`src/zipcd_pkg.sv`:
```
package zipcd_pkg;

  typedef enum logic [1:0] {
    OP_RESET  = 2'd0,
    OP_PASS   = 2'd1,
    OP_HEADER = 2'd2,
    OP_DATA   = 2'd3
  } zipcd_op_t;

  typedef struct packed {
    logic load_init;
    logic step_a;
    logic use_ks;
    logic load_out;
    logic step_b;
  } zipcd_cmd_t;

  localparam logic [31:0] KEY_A_INIT = 32'h12345678;
  localparam logic [31:0] KEY_B_INIT = 32'h23456789;
  localparam logic [31:0] KEY_C_INIT = 32'h34567890;
  localparam logic [31:0] LCG_MULT   = 32'd134775813;
  localparam logic [31:0] CRC_POLY   = 32'hEDB88320;

  // Reflected CRC-32 table entry for one index byte.
  function automatic logic [31:0] crc_tab(input logic [7:0] idx);
    logic [31:0] r;
    r = {24'd0, idx};
    for (int i = 0; i < 8; i++) begin
      r = r[0] ? ((r >> 1) ^ CRC_POLY) : (r >> 1);
    end
    return r;
  endfunction

  function automatic logic [31:0] crc_step(input logic [31:0] crc, input logic [7:0] b);
    return {8'd0, crc[31:8]} ^ crc_tab(crc[7:0] ^ b);
  endfunction

endpackage

```
`src/zipcd_ctrl.sv`:
```
module zipcd_ctrl (
  input  logic                clk,
  input  logic                rst_n,
  input  logic                in_valid,
  output logic                in_stall,
  input  logic [1:0]          in_operation,
  output logic                out_valid,
  input  logic                out_stall,
  output zipcd_pkg::zipcd_cmd_t cmd
);

  typedef enum logic {
    S_IDLE,
    S_FOLD
  } state_t;

  state_t state_r, state_nxt;
  logic   out_valid_r, out_valid_nxt;
  logic   accept;
  zipcd_pkg::zipcd_op_t op;

  assign op       = zipcd_pkg::zipcd_op_t'(in_operation);
  assign in_stall = (state_r != S_IDLE) | (out_valid_r & out_stall);
  assign accept   = in_valid & ~in_stall;

  always_comb begin
    cmd.load_init = accept & (op == zipcd_pkg::OP_RESET);
    cmd.step_a    = accept & (op != zipcd_pkg::OP_RESET);
    cmd.use_ks    = (op == zipcd_pkg::OP_HEADER) | (op == zipcd_pkg::OP_DATA);
    cmd.load_out  = accept & (op == zipcd_pkg::OP_DATA);
    cmd.step_b    = (state_r == S_FOLD);
  end

  always_comb begin
    state_nxt = state_r;
    unique case (state_r)
      S_IDLE: if (cmd.step_a) state_nxt = S_FOLD;
      S_FOLD: state_nxt = S_IDLE;
      default: state_nxt = S_IDLE;
    endcase
    // drop the word once taken, load a new one on a data item
    out_valid_nxt = out_valid_r & out_stall;
    if (cmd.load_out) out_valid_nxt = 1'b1;
  end

  always_ff @(posedge clk) begin
    if (!rst_n) begin
      state_r     <= S_IDLE;
      out_valid_r <= 1'b0;
    end else begin
      state_r     <= state_nxt;
      out_valid_r <= out_valid_nxt;
    end
  end

  assign out_valid = out_valid_r;

endmodule

```
`src/zipcd_dp.sv`:
```
module zipcd_dp (
  input  logic                  clk,
  input  logic                  rst_n,
  input  zipcd_pkg::zipcd_cmd_t cmd,
  input  logic [7:0]            in_data_byte,
  output logic [7:0]            out_plain_byte
);

  logic [31:0] key_a_r, key_b_r, key_c_r;
  logic [7:0]  plain_r;
  logic [15:0] ks_t;
  logic [15:0] ks_prod;
  logic [7:0]  plain;
  logic [31:0] key_a_new;
  logic [31:0] lcg;

  // First half: keystream, plaintext, CRC on key_a, low byte into key_b.
  assign ks_t      = key_c_r[15:0] | 16'h0002;
  assign ks_prod   = ks_t * (ks_t ^ 16'h0001);
  assign plain     = cmd.use_ks ? (in_data_byte ^ ks_prod[15:8]) : in_data_byte;
  assign key_a_new = zipcd_pkg::crc_step(key_a_r, plain);

  // Second half: LCG step on key_b, CRC on key_c with the top byte of the new key_b.
  assign lcg = key_b_r * zipcd_pkg::LCG_MULT + 32'd1;

  always_ff @(posedge clk) begin
    if (!rst_n) begin
      key_a_r <= zipcd_pkg::KEY_A_INIT;
      key_b_r <= zipcd_pkg::KEY_B_INIT;
      key_c_r <= zipcd_pkg::KEY_C_INIT;
    end else if (cmd.load_init) begin
      key_a_r <= zipcd_pkg::KEY_A_INIT;
      key_b_r <= zipcd_pkg::KEY_B_INIT;
      key_c_r <= zipcd_pkg::KEY_C_INIT;
    end else if (cmd.step_a) begin
      key_a_r <= key_a_new;
      key_b_r <= key_b_r + {24'd0, key_a_new[7:0]};
    end else if (cmd.step_b) begin
      key_b_r <= lcg;
      key_c_r <= zipcd_pkg::crc_step(key_c_r, lcg[31:24]);
    end
  end

  always_ff @(posedge clk) begin
    if (cmd.load_out) plain_r <= plain;
  end

  assign out_plain_byte = plain_r;

endmodule

```
`src/zip_stream_cipher_decrypt_top.sv`:
```
// A data byte's plaintext is registered and appears on out_plain_byte the cycle after
// it is accepted. Password, header and data bytes update key_a in the accept cycle and
// do the key_b multiply and key_c CRC in the next, holding off input; reset items do not.
// A full output register holds off new items while out_stall is high.
// Reset: synchronous active-low rst_n loads the three keys with their init
// constants and empties the output register.
module zip_stream_cipher_decrypt_top (
  input  logic       clk,
  input  logic       rst_n,
  input  logic       in_valid,
  output logic       in_stall,
  input  logic [1:0] in_operation,
  input  logic [7:0] in_data_byte,
  output logic       out_valid,
  input  logic       out_stall,
  output logic [7:0] out_plain_byte
);

  zipcd_pkg::zipcd_cmd_t cmd;

  zipcd_ctrl u_ctrl (
    .clk          (clk),
    .rst_n        (rst_n),
    .in_valid     (in_valid),
    .in_stall     (in_stall),
    .in_operation (in_operation),
    .out_valid    (out_valid),
    .out_stall    (out_stall),
    .cmd          (cmd)
  );

  zipcd_dp u_dp (
    .clk            (clk),
    .rst_n          (rst_n),
    .cmd            (cmd),
    .in_data_byte   (in_data_byte),
    .out_plain_byte (out_plain_byte)
  );

endmodule

```
`config.mk`:
```
export PLATFORM = sky130hd
export DESIGN_NAME = zip_stream_cipher_decrypt_top
export DESIGN_NICKNAME = d
export VERILOG_FILES = /design/src/zipcd_pkg.sv /design/src/zipcd_ctrl.sv /design/src/zipcd_dp.sv /design/src/zip_stream_cipher_decrypt_top.sv
export SDC_FILE = /design/constraint.sdc
export NUM_CORES = 1
export LEC_CHECK = 0
export ABC_AREA = 1
export BUFFER_PORTS_ARGS = -buffer_cell sky130_fd_sc_hd__buf_4
export CORE_ASPECT_RATIO = 1.2
export CORE_UTILIZATION = 40
export CTS_BUF_LIST = sky130_fd_sc_hd__clkbuf_2 sky130_fd_sc_hd__clkbuf_4 sky130_fd_sc_hd__clkbuf_8
export DETAILED_ROUTE_END_ITERATION = 7
export PLACE_DENSITY = 0.63
export SLEW_MARGIN = 25
export SYNTH_ARGS = -nofsm -noshare
export SYNTH_HDL_FRONTEND = slang
export SYNTH_HIERARCHICAL = 1
export SYNTH_SLANG_ARGS = --single-unit
```
`constraint.sdc`:
```
create_clock -name clk -period 13.85 [get_ports clk]
set_clock_uncertainty 0.2 [all_clocks]
set_input_delay 2.77 -clock clk [delete_from_list [all_inputs] [get_ports clk]]
set_output_delay 2.77 -clock clk [all_outputs]
set_load 0.01 [all_outputs]
```
; ---- After elaboration in Yosys (flattened, before gate mapping)
; Index checks and enable logic that the tools add are counted.
[word_totals]
reg_bits = 106
in_bits = 14
[op_classes]
addsub = 2
multipliers = 2
eq_ne = 2
n_mux = 22
bitwise_logic = 33
n_reduce_logical = 5
[op_table]
columns = cell, count
row1 = 32-bit two-way mux, 18
row2 = 13-bit inverter with 14-bit output, 14
row3 = 24-bit by 32-bit XOR with 32-bit output, 2
row4 = 32-bit by 1-bit adder with 32-bit output (second input constant), 1
row5 = 32-bit by 8-bit adder with 32-bit output, 1
row6 = 32-bit by 28-bit multiplier with 32-bit output (second input constant), 1
row7 = 1-bit inverter with 14-bit output, 2
row8 = 8-bit XOR, 3
row9 = 16-bit by 16-bit multiplier with 16-bit output, 1
row10 = 8-bit two-way mux, 1
row11 = 1-bit AND, 5
row12 = 1-bit inverter, 5
row13 = 2-bit == test (second input constant), 2
row14 = 2-bit nonzero test, 2
row15 = 2-bit logical NOT, 1
row16 = 1-bit two-way mux, 2
row17 = 1-bit bitwise OR, 2
row18 = 1-bit case mux with 2 select lines, 1
row19 = 2-bit AND reduction, 1
row20 = 2-bit OR reduction, 1

; ---- Logic depth before layout (Yosys ltp)
[logic_depth]
word_depth = 24
depth_mapped = 54
mapped_depth_nobuf = 52

; ---- By module
; Netlist, hierarchy kept.
[modules_own_cells]
columns = mod, n_inst, cells_per_inst, area_each_um2, seq_area_each_um2
row1 = zipcd_dp, 1, 2041, 14809.2, 2162.1
row2 = zipcd_ctrl, 1, 18, 137.6, 40.0

; ---- Worst setup path before layout
; OpenSTA, ideal clock, no wires.
[synth_timing]
path_kind = reg-to-reg
start = reg u_dp.key_c_r[4]
end = reg u_dp.key_b_r[26]
setup_ns = 0.057
arrival_time_ns = 7.661
t_required_ns = 13.593
path_slack_ns = 5.933
stages_incl_launch_ff = 49
cell_sequence = dfxtp_1 -> buf_2 -> clkbuf_1 -> nand2_1 -> inv_1 -> fa_1 -> inv_1 -> fa_1 -> fa_1 -> inv_1 -> fa_1 -> inv_1 -> fa_1 -> fa_1 -> inv_1 -> ha_1 -> nand2_1 -> nand2_1 -> [... 13 more ...] -> ha_1 -> nand2_1 -> o21ai_2 -> nand2_1 -> nand2_1 -> a21oi_1 -> nor2_1 -> nand2_1 -> nor2_2 -> nand2_1 -> nor2_1 -> nand2_1 -> nor3_1 -> xor2_1 -> nand2_1 -> nand3_1 -> nand2_1 -> inv_1
[synth_via]
elab_chain_len = 17
elab_cells_between_ends = 23
cone_classes = 1 x add/sub / 1 x mul / 10 x mux / 11 x bitwise
[synth_rtl]
columns = element, line_no
row1 = start: declaration, zipcd_dp.sv:9  ; logic [31:0] key_a_r, key_b_r, key_c_r;
row2 = start signal: assignment, zipcd_dp.sv:30  ; key_c_r <= zipcd_pkg::KEY_C_INIT;
row3 = start signal: assignment, zipcd_dp.sv:34  ; key_c_r <= zipcd_pkg::KEY_C_INIT;
row4 = start signal: assignment, zipcd_dp.sv:40  ; key_c_r <= zipcd_pkg::crc_step(key_c_r, lcg[31:24]);
row5 = 16-bit by 16-bit multiplier with 16-bit output (*), zipcd_dp.sv:19  ; assign ks_prod = ks_t * (ks_t ^ 16'h0001);
row6 = 8-bit XOR (*), zipcd_dp.sv:20  ; assign plain = cmd.use_ks ? (in_data_byte ^ ks_prod[15:8]) : in_data_byte;
row7 = 8-bit two-way mux (*), zipcd_dp.sv:20
row8 = 8-bit XOR (*), zipcd_pkg.sv:35  ; return {8'd0, crc[31:8]} ^ crc_tab(crc[7:0] ^ b);
row9 = 32-bit two-way mux (*) (4 in series), zipcd_pkg.sv:29  ; r = r[0] ? ((r >> 1) ^ CRC_POLY) : (r >> 1);
row10 = 13-bit inverter with 14-bit output (no source line), n/a
row11 = 32-bit two-way mux (*) (3 in series), zipcd_pkg.sv:29
row12 = 13-bit inverter with 14-bit output (no source line), n/a
row13 = 32-bit two-way mux (*), zipcd_pkg.sv:29
row14 = 24-bit by 32-bit XOR with 32-bit output (*), zipcd_pkg.sv:35
row15 = named net u_dp.key_a_new[5], zipcd_dp.sv:14  ; logic [31:0] key_a_new;
row16 = 32-bit by 8-bit adder with 32-bit output (*), zipcd_dp.sv:37  ; key_b_r <= key_b_r + {24'd0, key_a_new[7:0]};
row17 = 32-bit two-way mux (*), zipcd_dp.sv:35  ; end else if (cmd.step_a) begin
row18 = end signal: assignment, zipcd_dp.sv:33  ; key_b_r <= zipcd_pkg::KEY_B_INIT;
row19 = end signal: assignment, zipcd_dp.sv:37
row20 = end signal: assignment, zipcd_dp.sv:39  ; key_b_r <= lcg;
row21 = end: declaration, zipcd_dp.sv:9
; The timed path passes the listed nets; every way through them passes the cells marked *.
; A chain may end at the register's enable or synchronous reset.

; ---- Final worst setup path
[layout_timing]
start = reg u_dp.key_c_r[2]
end = reg u_dp.key_b_r[30]
; The elaborated chain is that of the path after synthesis.

==> flow_summary.toml <==
[logic_synthesis]
ys_ff_latch = 106
synthTopCellsByCount = "nand2_1 (420), inv_1 (411), ha_1 (171)"
synthCells = 2059
synth_edf_count = 8
yosysUniqueCellTypes = 62
synth_ff_type = "dfxtp_1"
ys_async_sr_fraction_pct = 0
yosys.area.top_type = "fa_1"
synth-seq-area-share_pct = 14.7
ys_top_cells_by_area = "fa_1 (16%), ha_1 (14%), dfxtp_1 (13%)"
syn_area_per_cell_sq_um = 7.26
yosysMostFrequentCell = "nand2_1"
synth_nets = 2363
synth_top_area_share_pct = 15.9
synthesis.area_sq_mm = 0.0149
yosysWarnings = 6

[setup_path]
crit_slowest_cell = "dfxtp_1"
critPathArrivalTime_ns = 9.13
path_max_fanout = 19
crit_path_end_kind = "register"
cpMostUsedCell = "nand2_1"
worstSetupPathType = "register to register"
ff2ff_setup_slack_ns = 4.80
cp.required_ns = 13.94
crit_buf_inv = 4
startpoint_type = "register"
cpLargestDelayFamily = "adder cells"
max_stage_delay_ns = 0.82

[floorplan]
core_area_sq_mm = 0.0368
io_pins = 24
die_area_sq_mm = 0.0381
initial_core_util_pct = 40.6
fp-row-count = 77
die_h_um = 214
die_x_um = 178

[clock_tree]
cts_inserted_buffers = 9
path_clk_slew_ns = 0.12
ctsHoldBuffers = 0
clock_path_buffers = 2
cts.htree.levels = 3
cts_setup_buffers = 0
cts_resized = 0
cts-root-buf = "clkbuf_8"
cts_sinks = 106
cts_tree = "done"
worstSkewPairLatency_ns = 0.42

[grt]
grt_max_degree = 71
antenna_found_initial = 0
grt_pass1_vias = 12900
grt-ovfl-total = 0
grt_first_pass_wirelength_mm = 66.3
grt_use_total_pct = 22.3

[drt]
drtIter0Drc = 862
totalWireLength_mm = 40.7
vias_per_cell = 5.15
ant_nets = 0
drc = 0
drt-pass1-iter-count = 8
via_count = 13000
wl_per_cell_um = 16.1

[worst_hold_path]
hp-class = "register to register"

[outcome]
status = "completed"

[layout]
drive_above_1_share_pct = 8.62
nets = 2353
syn_to_final_growth_pct = 5.32
antennaDiodeCount = 0

[timing]
relSlewSlack_pct = 34.5
drv_slew = 0
worst_pin_slew_ns = 0.977
setup_ws_ns = 4.80
max_freq_mhz = 111
fin_crit_ns = 9.05
hold_violations = 0
setup_viol = 0
fin_tns_setup_ns = 0
rsz0062_at_grt = "false"
fin_crit_sh_pct = 65.3

[place]
place_congestion = 0.943
dp_slack_ns = 4.91
dp_hpwl_mm = 32.7
port_buffers = 23

[job]
cap_violations = 0
-- final cells by class --
| type | instances | area (sq um) |
|---|---|---|
| multi-input combinational | 1474 | 10900 |
| inverter | 426 | 1600 |
| clock inverter | 3 | 20.0 |
| clock buffer | 13 | 173 |
| tap | 474 | 593 |
| sequential | 106 | 2200 |
| fill | 3822 | 21100 |
| timing repair buffer | 32 | 240 |
-- through the flow --
| stage | instances | hold slack, ns | cell area (sq um) | util (%) |
|---|---|---|---|---|
| after global routing | 2528 | 0.337 | 15700 | 42.8 |
| after global placement | 2512 | 0.274 | 15500 | 42.3 |
| final | 2528 | 0.292 | 15700 | 42.8 |
| after detailed placement | 2512 | 0.284 | 15500 | 42.3 |
| after CTS | 2528 | 0.298 | 15700 | 42.8 |
| after floorplan | 2059 | 0.258 | 14900 | - |
-- layout by cell type (no fill, tap or decap), drive strengths merged, types with 5 or more instances in the layout --
| cell type | Yosys | routed |
|---|---|---|
| nand2 | 480 | 480 |
| a21oi | 114 | 114 |
| o21bai | 7 | 7 |
| dfxtp | 98 | 98 |
| a21boi | 5 | 5 |
| xnor2 | 42 | 42 |
| edfxtp | 8 | 8 |
| clkbuf | 33 | 13 |
| o21ai | 102 | 102 |
| nor2 | 114 | 114 |
| ha | 171 | 171 |
| inv | 425 | 427 |
| xnor3 | 5 | 5 |
| o211ai | 21 | 21 |
| buf | 20 | 32 |
| xor2 | 62 | 62 |
| or2 | 10 | 10 |
| nor3 | 12 | 12 |
| fa | 119 | 119 |
| o221ai | 6 | 6 |
| nand3 | 145 | 145 |
| nand4 | 24 | 24 |
| a31oi | 7 | 7 |
-- routing by layer --
layer / GRT usage (%) / vias to the layer above / share of wire (%)
met5: 0 / - / 0
met4: 9.29 / 0 / 3.9
met3: 1.52 / 76 / 4.1
met2: 39.5 / 358 / 49
met1: 27.7 / 6125 / 43
li1: - / 6463 / -
-- worst min-delay path: cells and delay by family (launching register included) --
family          cells  cell delay (ns)
flops               1             0.33
simple gates        1             0.07
compound gates      1             0.06
-- registers in the layout (all words and copies together) (netlist names) --
| name | count |
|---|---|
| u_ctrl/state_r | 1 |
| u_dp/out_plain_byte | 8 |
| u_ctrl/out_valid | 1 |
| u_dp/key_c_r | 32 |
| u_dp/key_b_r | 32 |
| u_dp/key_a_r | 32 |
-- logic make-up (layout without fill, tap and decap cells) --
| family | Yosys count | count (layout) | synth area share, % |
|---|---|---|---|
| adder cells (fa/ha/maj) | 290 | 290 | 30.3 |
| flip-flops | 106 | 106 | 14.7 |
| buffers and inverters | 479 | 474 | 12.4 |
| XOR/XNOR | 110 | 110 | 7.68 |
| AND/OR/NAND/NOR | 795 | 795 | 24.2 |
| AO/OA/AOI/OAI | 278 | 278 | 10.7 |
| other | 1 | 1 | 0.0251 |
-- worst paths after layout --
check                     end  depth (start not counted)              from
max          u_dp/key_b_r[30]                         42   u_dp/key_c_r[2]
min          u_dp/key_c_r[23]                          2  u_dp/key_c_r[23]
max reg2reg  u_dp/key_b_r[30]                         42   u_dp/key_c_r[2]
min reg2reg  u_dp/key_c_r[23]                          2  u_dp/key_c_r[23]
Power is not shown: default switching activity piles up to over one toggle a cycle in this logic, so the estimate is an artifact.
